## src/design/bba_pkg.sv

```systemverilog
`timescale 1ns / 1ps

package bba_pkg;

  localparam int POOL_BLOCKS = 256;
  localparam int TREE_LEVELS = 9;
  localparam int BLOCK_SHIFT = 8;
  localparam int NODE_COUNT  = 2 * POOL_BLOCKS - 1;
  localparam int NODE_W      = $clog2(NODE_COUNT);
  localparam int LEAF_W      = $clog2(POOL_BLOCKS);
  localparam int LEAF_FIRST  = POOL_BLOCKS - 1;
  localparam int ORDER_W     = 5;
  localparam int NEED_W      = 4;
  localparam int COUNT_W     = 9;
  localparam int BLOCKS_W    = 10;

  localparam logic [ORDER_W-1:0] BUSY_MARK = 5'd31;
  localparam logic MODE_ALLOC = 1'b0;
  localparam logic MODE_FREE  = 1'b1;

  typedef struct packed {
    logic        mode;
    logic [16:0] request_bytes;
    logic [15:0] region_address;
  } in_t;

  typedef struct packed {
    logic        success;
    logic [15:0] granted_address;
    logic [8:0]  free_blocks_left;
  } out_t;

  typedef enum logic [1:0] {
    OP_ALLOC,
    OP_FREE,
    OP_REJECT
  } op_t;

  typedef struct packed {
    op_t               op;
    logic [NEED_W-1:0] need;
    logic [LEAF_W-1:0] leaf;
  } cmd_t;

  typedef enum logic [3:0] {
    ST_CLEAR,
    ST_IDLE,
    ST_A_CHK,
    ST_A_RIGHT,
    ST_A_PICK,
    ST_A_MARK,
    ST_F_CHK,
    ST_UP,
    ST_DONE
  } state_t;

  function automatic logic signed [5:0] rank(input logic [ORDER_W-1:0] v);
    rank = (v == BUSY_MARK) ? -6'sd1 : $signed({1'b0, v});
  endfunction

  function automatic logic fits(input logic [ORDER_W-1:0] v, input logic [NEED_W-1:0] need);
    fits = (v != BUSY_MARK) && (v >= ORDER_W'(need));
  endfunction

endpackage

```

## src/design/bba_ram.sv

```systemverilog
`timescale 1ns / 1ps

module bba_ram #(
  parameter int WIDTH = 8,
  parameter int DEPTH = 16
) (
  input  logic                     clk,
  input  logic                     we,
  input  logic [$clog2(DEPTH)-1:0] waddr,
  input  logic [WIDTH-1:0]         wdata,
  input  logic [$clog2(DEPTH)-1:0] raddr,
  output logic [WIDTH-1:0]         rdata
);

  logic [WIDTH-1:0] mem [DEPTH];

  always_ff @(posedge clk) begin
    if (we) begin
      mem[waddr] <= wdata;
    end
    rdata <= mem[raddr];
  end

endmodule

```

## src/design/bba_front.sv

```systemverilog
`timescale 1ns / 1ps

module bba_front (
  input  logic          clk,
  input  logic          rst,
  input  logic          in_valid,
  input  bba_pkg::in_t  in_item,
  input  logic          hold,
  output logic          in_stall,
  input  logic          pop,
  output logic          cmd_valid,
  output bba_pkg::cmd_t cmd
);

  logic [bba_pkg::BLOCKS_W-1:0] blocks;
  logic [bba_pkg::NEED_W-1:0]   need;
  bba_pkg::cmd_t                cls;
  bba_pkg::cmd_t                q [2];
  logic                         rd_ptr;
  logic                         wr_ptr;
  logic [1:0]                   cnt;
  logic                         push;

  always_comb begin
    blocks = bba_pkg::BLOCKS_W'((18'(in_item.request_bytes) + 18'd255) >> bba_pkg::BLOCK_SHIFT);
    need = '0;
    for (int k = bba_pkg::BLOCKS_W - 1; k >= 0; k--) begin
      if ((11'd1 << k) >= 11'(blocks)) begin
        need = bba_pkg::NEED_W'(k);
      end
    end
    cls.need = need;
    cls.leaf = in_item.region_address[15:bba_pkg::BLOCK_SHIFT];
    if (in_item.mode == bba_pkg::MODE_FREE) begin
      cls.op = (in_item.region_address[bba_pkg::BLOCK_SHIFT-1:0] != '0) ?
               bba_pkg::OP_REJECT : bba_pkg::OP_FREE;
    end else begin
      cls.op = (blocks == '0) ? bba_pkg::OP_REJECT : bba_pkg::OP_ALLOC;
    end
  end

  assign in_stall  = hold || (cnt == 2'd2);
  assign push      = in_valid && !in_stall;
  assign cmd_valid = (cnt != 2'd0);
  assign cmd       = q[rd_ptr];

  always_ff @(posedge clk) begin
    if (push) begin
      q[wr_ptr] <= cls;
    end
  end

  always_ff @(posedge clk) begin
    if (rst) begin
      rd_ptr <= 1'b0;
      wr_ptr <= 1'b0;
      cnt    <= 2'd0;
    end else begin
      if (push) begin
        wr_ptr <= !wr_ptr;
      end
      if (pop) begin
        rd_ptr <= !rd_ptr;
      end
      cnt <= cnt + 2'(push) - 2'(pop);
    end
  end

endmodule

```

## src/design/bba_back.sv

```systemverilog
`timescale 1ns / 1ps

module bba_back (
  input  logic          clk,
  input  logic          rst,
  input  logic          cmd_valid,
  input  bba_pkg::cmd_t cmd,
  output logic          pop,
  output logic          clearing,
  output logic          out_valid,
  input  logic          out_stall,
  output bba_pkg::out_t out_item
);

  localparam int NW = bba_pkg::NODE_W;
  localparam int OW = bba_pkg::ORDER_W;

  bba_pkg::state_t state;
  bba_pkg::state_t state_next;

  logic [NW-1:0]               clr_idx;
  logic [NW-1:0]               cur;
  logic [OW-1:0]               curv;
  logic [OW-1:0]               nodeval;
  logic [OW-1:0]               lv;
  logic [OW-1:0]               lvl;
  logic [bba_pkg::LEAF_W-1:0]  pos;
  logic [bba_pkg::NEED_W-1:0]  need;
  logic                        merge;
  logic                        success;
  logic [15:0]                 addr;
  logic [bba_pkg::COUNT_W-1:0] count;

  logic          we;
  logic [NW-1:0] waddr;
  logic [OW-1:0] wdata;
  logic [NW-1:0] raddr;
  logic [OW-1:0] rdata;

  logic [NW-1:0]      left_n;
  logic [NW-1:0]      right_n;
  logic [NW-1:0]      parent_n;
  logic [NW-1:0]      sib_n;
  logic [NW-1:0]      psib_n;
  logic               pick_any;
  logic               pick_right;
  logic [NW-1:0]      pick_n;
  logic [OW-1:0]      pick_v;
  logic [OW-1:0]      up_val;
  logic [OW-1:0]      init_val;
  logic [5:0]         shamt;
  logic [15:0]        grant;
  logic               out_load;

  bba_ram #(.WIDTH(OW), .DEPTH(bba_pkg::NODE_COUNT)) u_ram (
    .clk   (clk),
    .we    (we),
    .waddr (waddr),
    .wdata (wdata),
    .raddr (raddr),
    .rdata (rdata)
  );

  function automatic logic [NW-1:0] sibling(input logic [NW-1:0] n);
    sibling = n[0] ? n + NW'(1) : n - NW'(1);
  endfunction

  function automatic logic [bba_pkg::COUNT_W-1:0] pow2(input logic [OW-1:0] l);
    pow2 = (l < OW'(bba_pkg::COUNT_W)) ? (bba_pkg::COUNT_W'(1) << l) : '0;
  endfunction

  always_comb begin
    logic [NW:0]               np1;
    logic [3:0]                depth;
    logic signed [5:0]         ra;
    logic signed [5:0]         rb;
    logic signed [5:0]         m;
    logic                      fl;
    logic                      fr;
    np1   = {1'b0, clr_idx} + (NW + 1)'(1);
    depth = '0;
    for (int k = 0; k <= NW; k++) begin
      if (np1[k]) begin
        depth = 4'(k);
      end
    end
    init_val = OW'(bba_pkg::TREE_LEVELS - 1) - OW'(depth);

    left_n   = {cur[NW-2:0], 1'b1};
    right_n  = {cur[NW-2:0], 1'b0} + NW'(2);
    parent_n = (cur - NW'(1)) >> 1;
    sib_n    = sibling(cur);
    psib_n   = sibling(parent_n);

    fl = bba_pkg::fits(lv, need);
    fr = bba_pkg::fits(rdata, need);
    if (bba_pkg::rank(lv) <= bba_pkg::rank(rdata)) begin
      pick_any   = fl || fr;
      pick_right = !fl;
    end else begin
      pick_any   = fl || fr;
      pick_right = fr;
    end
    pick_n = pick_right ? right_n : left_n;
    pick_v = pick_right ? rdata : lv;

    ra = bba_pkg::rank(nodeval);
    rb = bba_pkg::rank(rdata);
    if (ra > rb) begin
      m = ra;
    end else if (ra < rb) begin
      m = rb;
    end else if (merge && (ra == $signed({1'b0, lvl}))) begin
      m = $signed({1'b0, lvl}) + 6'sd1;
    end else begin
      m = ra;
    end
    up_val = (m < 0) ? bba_pkg::BUSY_MARK : m[OW-1:0];

    shamt = 6'(curv) + 6'(bba_pkg::BLOCK_SHIFT);
    grant = (shamt >= 6'd16) ? 16'd0 : (16'(pos) << shamt[3:0]);
  end

  always_comb begin
    state_next = state;
    unique case (state)
      bba_pkg::ST_CLEAR: begin
        if (clr_idx == NW'(bba_pkg::NODE_COUNT - 1)) begin
          state_next = bba_pkg::ST_IDLE;
        end
      end
      bba_pkg::ST_IDLE: begin
        if (cmd_valid) begin
          unique case (cmd.op)
            bba_pkg::OP_ALLOC: state_next = bba_pkg::ST_A_CHK;
            bba_pkg::OP_FREE:  state_next = bba_pkg::ST_F_CHK;
            default:           state_next = bba_pkg::ST_DONE;
          endcase
        end
      end
      bba_pkg::ST_A_CHK: begin
        state_next = bba_pkg::fits(rdata, need) ? bba_pkg::ST_A_RIGHT : bba_pkg::ST_DONE;
      end
      bba_pkg::ST_A_RIGHT: state_next = bba_pkg::ST_A_PICK;
      bba_pkg::ST_A_PICK: begin
        if (pick_any && (pick_n < NW'(bba_pkg::LEAF_FIRST))) begin
          state_next = bba_pkg::ST_A_RIGHT;
        end else begin
          state_next = bba_pkg::ST_A_MARK;
        end
      end
      bba_pkg::ST_A_MARK: begin
        state_next = (cur == '0) ? bba_pkg::ST_DONE : bba_pkg::ST_UP;
      end
      bba_pkg::ST_F_CHK: begin
        if (rdata == bba_pkg::BUSY_MARK) begin
          state_next = (cur == '0) ? bba_pkg::ST_DONE : bba_pkg::ST_UP;
        end else if (cur == '0) begin
          state_next = bba_pkg::ST_DONE;
        end
      end
      bba_pkg::ST_UP: begin
        if (parent_n == '0) begin
          state_next = bba_pkg::ST_DONE;
        end
      end
      bba_pkg::ST_DONE: begin
        if (!out_valid || !out_stall) begin
          state_next = bba_pkg::ST_IDLE;
        end
      end
      default: state_next = bba_pkg::ST_CLEAR;
    endcase
  end

  always_comb begin
    we       = 1'b0;
    waddr    = cur;
    wdata    = init_val;
    raddr    = '0;
    pop      = 1'b0;
    out_load = 1'b0;
    unique case (state)
      bba_pkg::ST_CLEAR: begin
        we    = 1'b1;
        waddr = clr_idx;
      end
      bba_pkg::ST_IDLE: begin
        pop   = cmd_valid;
        raddr = (cmd.op == bba_pkg::OP_FREE) ?
                NW'(cmd.leaf) + NW'(bba_pkg::LEAF_FIRST) : '0;
      end
      bba_pkg::ST_A_CHK:   raddr = left_n;
      bba_pkg::ST_A_RIGHT: raddr = right_n;
      bba_pkg::ST_A_PICK:  raddr = {pick_n[NW-2:0], 1'b1};
      bba_pkg::ST_A_MARK: begin
        we    = 1'b1;
        wdata = bba_pkg::BUSY_MARK;
        raddr = sib_n;
      end
      bba_pkg::ST_F_CHK: begin
        if (rdata == bba_pkg::BUSY_MARK) begin
          we    = 1'b1;
          wdata = lvl;
          raddr = sib_n;
        end else begin
          raddr = parent_n;
        end
      end
      bba_pkg::ST_UP: begin
        we    = 1'b1;
        waddr = parent_n;
        wdata = up_val;
        raddr = psib_n;
      end
      bba_pkg::ST_DONE: out_load = !out_valid || !out_stall;
      default: ;
    endcase
  end

  assign clearing = (state == bba_pkg::ST_CLEAR);

  always_ff @(posedge clk) begin
    if (rst) begin
      state     <= bba_pkg::ST_CLEAR;
      clr_idx   <= '0;
      count     <= bba_pkg::COUNT_W'(bba_pkg::POOL_BLOCKS);
      out_valid <= 1'b0;
    end else begin
      state <= state_next;
      if (state == bba_pkg::ST_CLEAR) begin
        clr_idx <= clr_idx + NW'(1);
      end
      if (state == bba_pkg::ST_A_MARK) begin
        count <= count - pow2(curv);
      end
      if ((state == bba_pkg::ST_F_CHK) && (rdata == bba_pkg::BUSY_MARK)) begin
        count <= count + pow2(lvl);
      end
      if (out_load) begin
        out_valid <= 1'b1;
      end else if (!out_stall) begin
        out_valid <= 1'b0;
      end
    end
  end

  always_ff @(posedge clk) begin
    case (state)
      bba_pkg::ST_IDLE: begin
        need    <= cmd.need;
        pos     <= '0;
        lvl     <= '0;
        success <= 1'b0;
        addr    <= '0;
        cur     <= (cmd.op == bba_pkg::OP_FREE) ?
                   NW'(cmd.leaf) + NW'(bba_pkg::LEAF_FIRST) : '0;
      end
      bba_pkg::ST_A_CHK: curv <= rdata;
      bba_pkg::ST_A_RIGHT: lv <= rdata;
      bba_pkg::ST_A_PICK: begin
        if (pick_any) begin
          cur  <= pick_n;
          curv <= pick_v;
          pos  <= {pos[bba_pkg::LEAF_W-2:0], pick_right};
        end
      end
      bba_pkg::ST_A_MARK: begin
        success <= 1'b1;
        addr    <= grant;
        nodeval <= bba_pkg::BUSY_MARK;
        merge   <= 1'b0;
      end
      bba_pkg::ST_F_CHK: begin
        if (rdata == bba_pkg::BUSY_MARK) begin
          success <= 1'b1;
          nodeval <= lvl;
          merge   <= 1'b1;
        end else if (cur != '0) begin
          cur <= parent_n;
          lvl <= lvl + OW'(1);
        end
      end
      bba_pkg::ST_UP: begin
        cur     <= parent_n;
        nodeval <= up_val;
        lvl     <= lvl + OW'(1);
      end
      default: ;
    endcase
    if (out_load) begin
      out_item.success          <= success;
      out_item.granted_address  <= addr;
      out_item.free_blocks_left <= count;
    end
  end

endmodule

```

## src/design/buddy_block_allocator_core.sv

```systemverilog
`timescale 1ns / 1ps
// Binary buddy allocator over 256 blocks of 256 bytes, kept as a 511-node max-order tree
// in a single RAM with one write and one registered read port.
// Input channel (in_valid, in_stall, in_item): mode 0 allocates request_bytes, mode 1
// frees the region holding region_address. A transfer takes place when valid is high
// and stall is low. Items are classified on entry and wait in a two-entry queue.
// Output channel (out_valid, out_stall, out_item): one result per item, carrying
// success, the granted byte address and the free block count after the item.
// An allocate reads the left and then the right child at each tree level on the way down,
// marks the chosen node busy and updates its parents on the way up to the root; a free
// climbs from the leaf until it finds the busy node, frees it and updates its parents on
// the way back up to the root. Rejected items and allocates that do not fit skip the walk.
// The single RAM read port sets this pace; one item is worked on at a time
// while the next waits in the queue.
// After reset a clearing pass writes every tree node with its order;
// in_stall stays high during it.
// When out_stall is high the finished result holds in the output register; the
// engine then waits to deliver its next result while the queue takes items until full.

module buddy_block_allocator_core (
  input  logic          clk,
  input  logic          rst,
  input  logic          in_valid,
  output logic          in_stall,
  input  bba_pkg::in_t  in_item,
  output logic          out_valid,
  input  logic          out_stall,
  output bba_pkg::out_t out_item
);

  logic          cmd_valid;
  bba_pkg::cmd_t cmd;
  logic          pop;
  logic          clearing;

  bba_front u_front (
    .clk       (clk),
    .rst       (rst),
    .in_valid  (in_valid),
    .in_item   (in_item),
    .hold      (clearing),
    .in_stall  (in_stall),
    .pop       (pop),
    .cmd_valid (cmd_valid),
    .cmd       (cmd)
  );

  bba_back u_back (
    .clk       (clk),
    .rst       (rst),
    .cmd_valid (cmd_valid),
    .cmd       (cmd),
    .pop       (pop),
    .clearing  (clearing),
    .out_valid (out_valid),
    .out_stall (out_stall),
    .out_item  (out_item)
  );

  a_reset_stalls: assert property (@(posedge clk) rst |=> in_stall)
    else $error("input not stalled during clearing pass");

  a_fail_no_addr: assert property (@(posedge clk) disable iff (rst)
    (out_valid && !out_item.success) |-> (out_item.granted_address == 16'd0))
    else $error("failed item carries an address");

  a_pop_has_item: assert property (@(posedge clk) disable iff (rst)
    pop |-> cmd_valid)
    else $error("queue read while empty");

  a_no_pop_clear: assert property (@(posedge clk) disable iff (rst)
    clearing |-> (!pop && !out_valid))
    else $error("work started during clearing pass");

endmodule
```

## config.mk

```make
export PLATFORM = sky130hd
export DESIGN_NAME = buddy_block_allocator_core
export DESIGN_NICKNAME = d
export VERILOG_FILES = /design/src/design/bba_pkg.sv /design/src/design/bba_ram.sv /design/src/design/bba_front.sv /design/src/design/bba_back.sv /design/src/design/buddy_block_allocator_core.sv
export SDC_FILE = /design/constraint.sdc
export NUM_CORES = 2
export LEC_CHECK = 0
export BUFFER_PORTS_ARGS = -buffer_cell sky130_fd_sc_hd__buf_2
export CORE_ASPECT_RATIO = 0.5
export CORE_MARGIN = 2
export CORE_UTILIZATION = 40
export CTS_CLUSTER_SIZE = 20
export DETAILED_ROUTE_END_ITERATION = 8
export HOLD_SLACK_MARGIN = 0.08
export PLACE_DENSITY = 0.66
export SETUP_SLACK_MARGIN = 0.4
export SYNTH_ARGS = -nofsm -noshare
export SYNTH_HDL_FRONTEND = slang
export SYNTH_SLANG_ARGS = --single-unit
```

## constraint.sdc

```tcl
create_clock -name clk -period 18.6 [get_ports clk]
set_input_delay 0.93 -clock clk [delete_from_list [all_inputs] [get_ports clk]]
set_output_delay 0.93 -clock clk [all_outputs]
set_load 0.02 [all_outputs]
```

# Word-level counts from Yosys, hierarchy flattened
# Memories as Yosys holds them, arrays and structs flattened. A register that Yosys moved wholly into a read port is not among the register bits.
# Index checks and enable logic that the tools add are counted.
# W data, S select, Z words.
# word_totals
out_inout_bits	28
word_cells	215
in_bits	38
ramBits	2583
regBits	112
memories	2
# memory_table
name	depth	word_bits	rd	rd_ports_with_merged_regs	write_ports	line_no	rtl
u_back.u_ram.mem	511	5	1	1	1	bba_ram.sv:15	logic [WIDTH-1:0] mem [DEPTH];
u_front.q	2	14	1	1	1	bba_front.sv:18	bba_pkg::cmd_t q [2];
# classes
order_cmp	20
n_eq_ne	27
shifts	3
n_reduce_logical	41
add_sub_neg	17
n_mux	85
# op_table
operator	n
$mux W9	12
$mux W4	26
$pmux W9 S7	1
$pmux W5 S3	3
$mux W6	6
$pmux W4 S9	1
$pmux W9 S4	1
$mux W5	7
$pmux W16 S2	1
$add A17 B8 Y18 const B	1
$add A9 B1 Y9 const B	2
$logic_not A9 Y1	2
$pmux W9 S2	1
$shl A1 B5 Y9 const A	2
$eq A4 B3 Y1 const B	4
$mux W16	1
$pmux W8 S2	1
$shl A8 B4 Y16	1
$eq A5 B5 Y1 const B	3
$mux W1	14
$ne A2 B1 Y1 const B	6
$reduce_bool A2 Y1	6
$add A9 B1 Y10 const B	1
$ge A1 B10 Y1 const A	1
62 further kinds	89

# Longest topological paths before layout
# logic_depth
ltp_word	13
depth_mapped	23
depth_no_buf	19

# Hierarchy
# From an unflattened synthesis, not the netlist that was laid out.
# unflattened
cells_unflattened	5900
hier_area_um2	110267.0
# modules_own_cells
mod	seq_area_each_um2	cells_per_inst	instances	area_per_inst_um2
bba_ram	76823.7	4892	1	100760.4
bba_back	3012.9	891	1	7912.6
bba_front	940.9	117	1	1594.0

# Worst setup path after synthesis
# No wires, ideal clock.
# synth_path
path_type	register to register
start	reg u_back.u_ram.rdata[2], read port of u_back.u_ram.mem
end	mem u_back.u_ram.mem[0][4] (netlist name), data pin
arrival_time_ns	16.497
synth_period_minus_slack_ns	19.536
required_ns	15.561
setup_ns	3.039
path_slack_ns	-0.936
n_path_buf	2
stages_incl_launch_ff	11
path_cell_list	dfxtp_1 > buf_4 > and4_1 > nand2_1 > ha_1 > nand4_1 > or4_1 > clkbuf_1 > o21ai_0 > a21oi_1 > o221ai_1
# synth_between
elab_chain_len	8
elab_cells_between_ends	10
classes_between	3 x order compare; 1 x eq/ne; 6 x mux
# synth_lines
item	line_no	rtl
from (decl)	bba_ram.sv:12	output logic [WIDTH-1:0] rdata
$eq A5 B5 Y1	bba_pkg.sv:58, bba_back.sv:202	
$mux W6	bba_pkg.sv:58	rank = (v == BUSY_MARK) ? -6'sd1 : $signed({1'b0, v});
$lt A6 B6 Y1	bba_back.sv:111	end else if (ra < rb) begin
$mux W6	bba_back.sv:111	
$mux W6	bba_back.sv:109	if (ra > rb) begin
$lt A6 B1 Y1	bba_back.sv:118	up_val = (m < 0) ? bba_pkg::BUSY_MARK : m[OW-1:0];
$mux W5	bba_back.sv:118	
$pmux W5 S3 (*)	bba_back.sv:183	unique case (state)
via u_back.u_ram.wdata[4]	bba_ram.sv:10	input logic [WIDTH-1:0] wdata,
to (decl)	bba_ram.sv:15	
# Mark *: on every way through the listed nets, which the timed path passes. The rest lies on a longest branch.

# Worst setup path after layout
# layout_path
start	reg u_back.u_ram.rdata[2], read port of u_back.u_ram.mem
end	reg u_back.u_ram.rdata[0], read port of u_back.u_ram.mem
# layout_between
elab_chain_len	6
elab_cells_between_ends	10
classes_between	2 x order compare; 2 x eq/ne; 5 x mux; 1 x reduce/logical
# layout_lines
item	line_no	rtl
$eq A5 B5 Y1	bba_pkg.sv:58, bba_back.sv:202	
$mux W6	bba_pkg.sv:58	
$le A6 B6 Y1	bba_back.sv:97	if (bba_pkg::rank(lv) <= bba_pkg::rank(rdata)) begin
$mux W1	bba_back.sv:97	
$mux W9	bba_back.sv:104	pick_n = pick_right ? right_n : left_n;
$pmux W9 S7 (*)	bba_back.sv:183	
# Mark *: on every way between the ends. The rest lies on a longest branch, timed or not.
# A chain may end at the register's enable or synchronous reset.

==> results by group <==
Outcome
  • Status: complete, but fails checks
  • Violated checks: capacitance limit

Clocking
  • CTS Root Cell: clkbuf_16
  • CTS tree: done
  • Clock Latency Late Sink: 0.93 ns
  • CTS Buffer Depth: 4
  • Sink Count: 2701
  • Post-CTS Hold Fix Bufs: 0
  • Clock slew at reported path FFs: 0.06 ns
  • Post-CTS setup buffers: 0
  • Num CTS Buffers: 248
  • Post-CTS Resized: 0
  • H-Tree Depth: 4

Finish
  • Fin cells: 12500
  • Area grow syn2layout: 10.5%
  • Post-route cell area: 125000 um2
  • Share of cells above drive strength 1: 0.0902
  • Layout Nets: 8650

Drt
  • Routed Antenna Nets: 0
  • Via count: 75900
  • Starting DRT DRC Count: 13300
  • WL final: 352000 um
  • DRC errors left: 0
  • Vias/cell: 6.07
  • TritonRoute pass-1 iters: 8
  • WL per Instance: 28.1 um

STA
  • Final setup viols: 0
  • Worst-Margin Slew: 1.45 ns
  • Setup_tns: 0 ns
  • Period utilization: 0.495
  • Clock Skews: 0.0583 ns
  • FMAX: 109 MHz
  • Minimum clock period: 9.22 ns
  • Hold Fails Final Rpt: 0
  • Final Slew Violations: 0
  • Unrepaired setup endpoints after global routing: false
  • Max-slew headroom: 0.0220

Die
  • IO Pins: 66
  • FP Rows: 137
  • Die height: 380 um
  • Die width: 755 um
  • Full die area: 287000 um2
  • Core area: 280000 um2
  • Initial Util: 0.404

Worst setup path
  • CP delay by family, top: compound AO/OA/AOI/OAI gates
  • Setup Crit Path Kind: reg2reg
  • Delay of the slowest cell on the worst path: 1.23 ns
  • Critical path capture point type: flip-flop
  • WP data required: 19.37 ns
  • CP Max Fanout: 59
  • CP Buf/Inv Count: 4
  • CP most frequent cell: buf_4
  • Slowest CP cell: o41ai_1
  • Critical-path cell list: and4_1 > nand2_1 > ha_1 > and3_1 > a41oi_1 > a21boi_0 > buf_4 > mux2_2 > or2_4 > buf_4 > buf_4 > buf_4 > and3_1 > a31oi_1 > a21oi_1 > a211oi_1 > o41ai_1 > o21ai_0 > a21oi_1
  • Arr. time, crit path: 9.99 ns
  • Startpoint class of the critical path: flip-flop

Global routing
  • Grt ovf: 0
  • First-pass GRT wire length: 502000 um
  • Initial antenna violation count: 21
  • Total track usage: 0.236
  • Number of global-route vias before repair: 70100
  • Largest net degree at the start of global routing: 195

Power and ir drop
  • Switch Pwr: 4250 uW
  • Power, Total: 15300 uW
  • Combinational power share: 0.145
  • Peak VDD IR: 0.230 mV
  • Pwr/cell area: 123 nW/um2
  • Clk pwr share: 0.326
  • Internal: 11100 uW
  • Sw frac: 0.278
  • Leakage power: 0.0405 uW
  • Flop pwr share: 0.529

Synth
  • Count leader, synth: edfxtp_1
  • Syn_nets: 8776
  • Post-synth top area share: 0.710
  • Post-synthesis instance total: 8685
  • Avg Cell Area, Syn: 13.0 um2
  • Post-synth top flop: edfxtp_1
  • Post-synth EDFFs: 2668
  • Distinct cells, synth: 97
  • Warnings, synthesis: 0
  • Area of the mapped netlist: 113000 um2
  • Post-synth top area cell: edfxtp_1
  • Flops & latches, synth: 2701
  • Post-synth ARST share: 0
  • Ranking of synthesized cells by area: edfxtp_1 71%, nand2_1 6.0%, nand3_1 3.1%, nor2_1 2.3%, mux4_2 2.1%
  • Seq/Total Area, Yosys: 0.715
  • Most frequent cells after synthesis: 2668 x edfxtp_1, 1811 x nand2_1, 692 x nand3_1

Placement
  • Number of I/O port buffers: 65
  • Post-DP HPWL: 208000 um
  • Placed cell area: 117000 um2
  • Placed Cells: 12100
  • Routability congestion estimate: 0.919

Job
  • Max cap viols: 1

Min path
  • Min-Delay Path Class: in2reg
-- per-layer routing --
metal  global-route usage  vias to the layer above  routed length (um)
met5                    0                        -                 109
met4                0.100                       18               17400
met3               0.0654                      878               47400
met2                0.348                     5145              153000
met1                0.329                    37800              134000
li1                     -                    32100                   -
-- through the flow --
step           utilization  hold slack [ns]  worst slack [ns]
2_1_floorplan            -            0.400            -0.310
3_3_place_gp         0.418            0.402              9.86
3_5_place_dp         0.418            0.406              9.82
4_1_cts              0.446            0.236              9.77
5_1_grt              0.446            0.253              9.29
6_report             0.446            0.273              9.38
-- worst paths after layout --
kind                                       from                       endpoint  slack, ns  cells past startpoint
setup / recovery  u_back.u_ram.rdata[2]$_DFF_P_  u_back.u_ram.rdata[0]$_DFF_P_       9.38                     19
hold / removal                      in_item[14]      u_front.q[1][6]$_DFFE_PP_       0.27                      1
setup reg to reg  u_back.u_ram.rdata[2]$_DFF_P_  u_back.u_ram.rdata[0]$_DFF_P_       9.38                     19
hold reg to reg    u_back.addr[5]$_SDFFCE_PP0P_  u_back.out_item[14]$_DFFE_PP_       0.42                      0
-- power by group through the flow --
stage / clock network [uW] / logic (uW) / registers, uW
floorplan: 0 / 977 / 8780
global placement: 0 / 2120 / 8210
detailed placement: 0 / 2180 / 8220
CTS: 5000 / 2180 / 8090
global route: 5220 / 2330 / 8100
finish: 4990 / 2220 / 8100
-- cell families after synthesis --
family,synth area share
muxes,0.0301
AOI/OAI and AO/OA,0.0723
xor gates and xnor gates,0.00534
and+or+nand+nor,0.143
buffers and inverters,0.0278
adders and majority gates,0.00601
DFF,0.715
-- registers in the layout, indices dropped and copies added (netlist names), 5 cells and up, named ones only --
register,flops
u_back.lvl,5
u_back.lv,5
u_back.cur,9
u_back.addr,16
u_back.u_ram.rdata,5
u_back.out_item,26
u_back.u_ram.mem,2555
u_front.q,28
u_back.count,9
u_back.nodeval,5
u_back.curv,5
u_back.pos,8
u_back.clr_idx,9
-- worst reg2reg max path, cell delays in order, from the launching register on --
cell	delay (ns)
dfxtp_1	0.60
and4_1	0.39
nand2_1	0.24
ha_1	0.40
and3_1	0.18
a41oi_1	0.23
a21boi_0	0.25
buf_4	0.24
mux2_2	0.73
or2_4	0.78
buf_4	0.77
buf_4	0.69
buf_4	0.65
and3_1	0.26
a31oi_1	0.04
a21oi_1	0.20
a211oi_1	0.08
o41ai_1	1.23
o21ai_0	0.71
a21oi_1	0.44
-- area by class of cell --
cell class	instances	area [um2]
Tap cell	3753	4700
Clock inverter	140	1230
Clock buffer	310	6480
Inverter	58	218
Sequential cell	2701	80800
Multi-Input combinational cell	5296	29400
Timing Repair Buffer	254	1940
Antenna cell	9	22.5
Fill cell	24700	155000
-- placed cells by master, fill, tap and decap left out, types with 85 or more instances in the layout --
cell and count:
a21oi_1 379, o21ai_0 132, nand2_1 1795, nor2_1 673, mux4_2 106, a311oi_1 85, buf_4 172, and3_1 252
clkbuf_16 250, a31oi_1 280, nand3_1 690, edfxtp_1 2668
(Power assumes the default switching activity.)
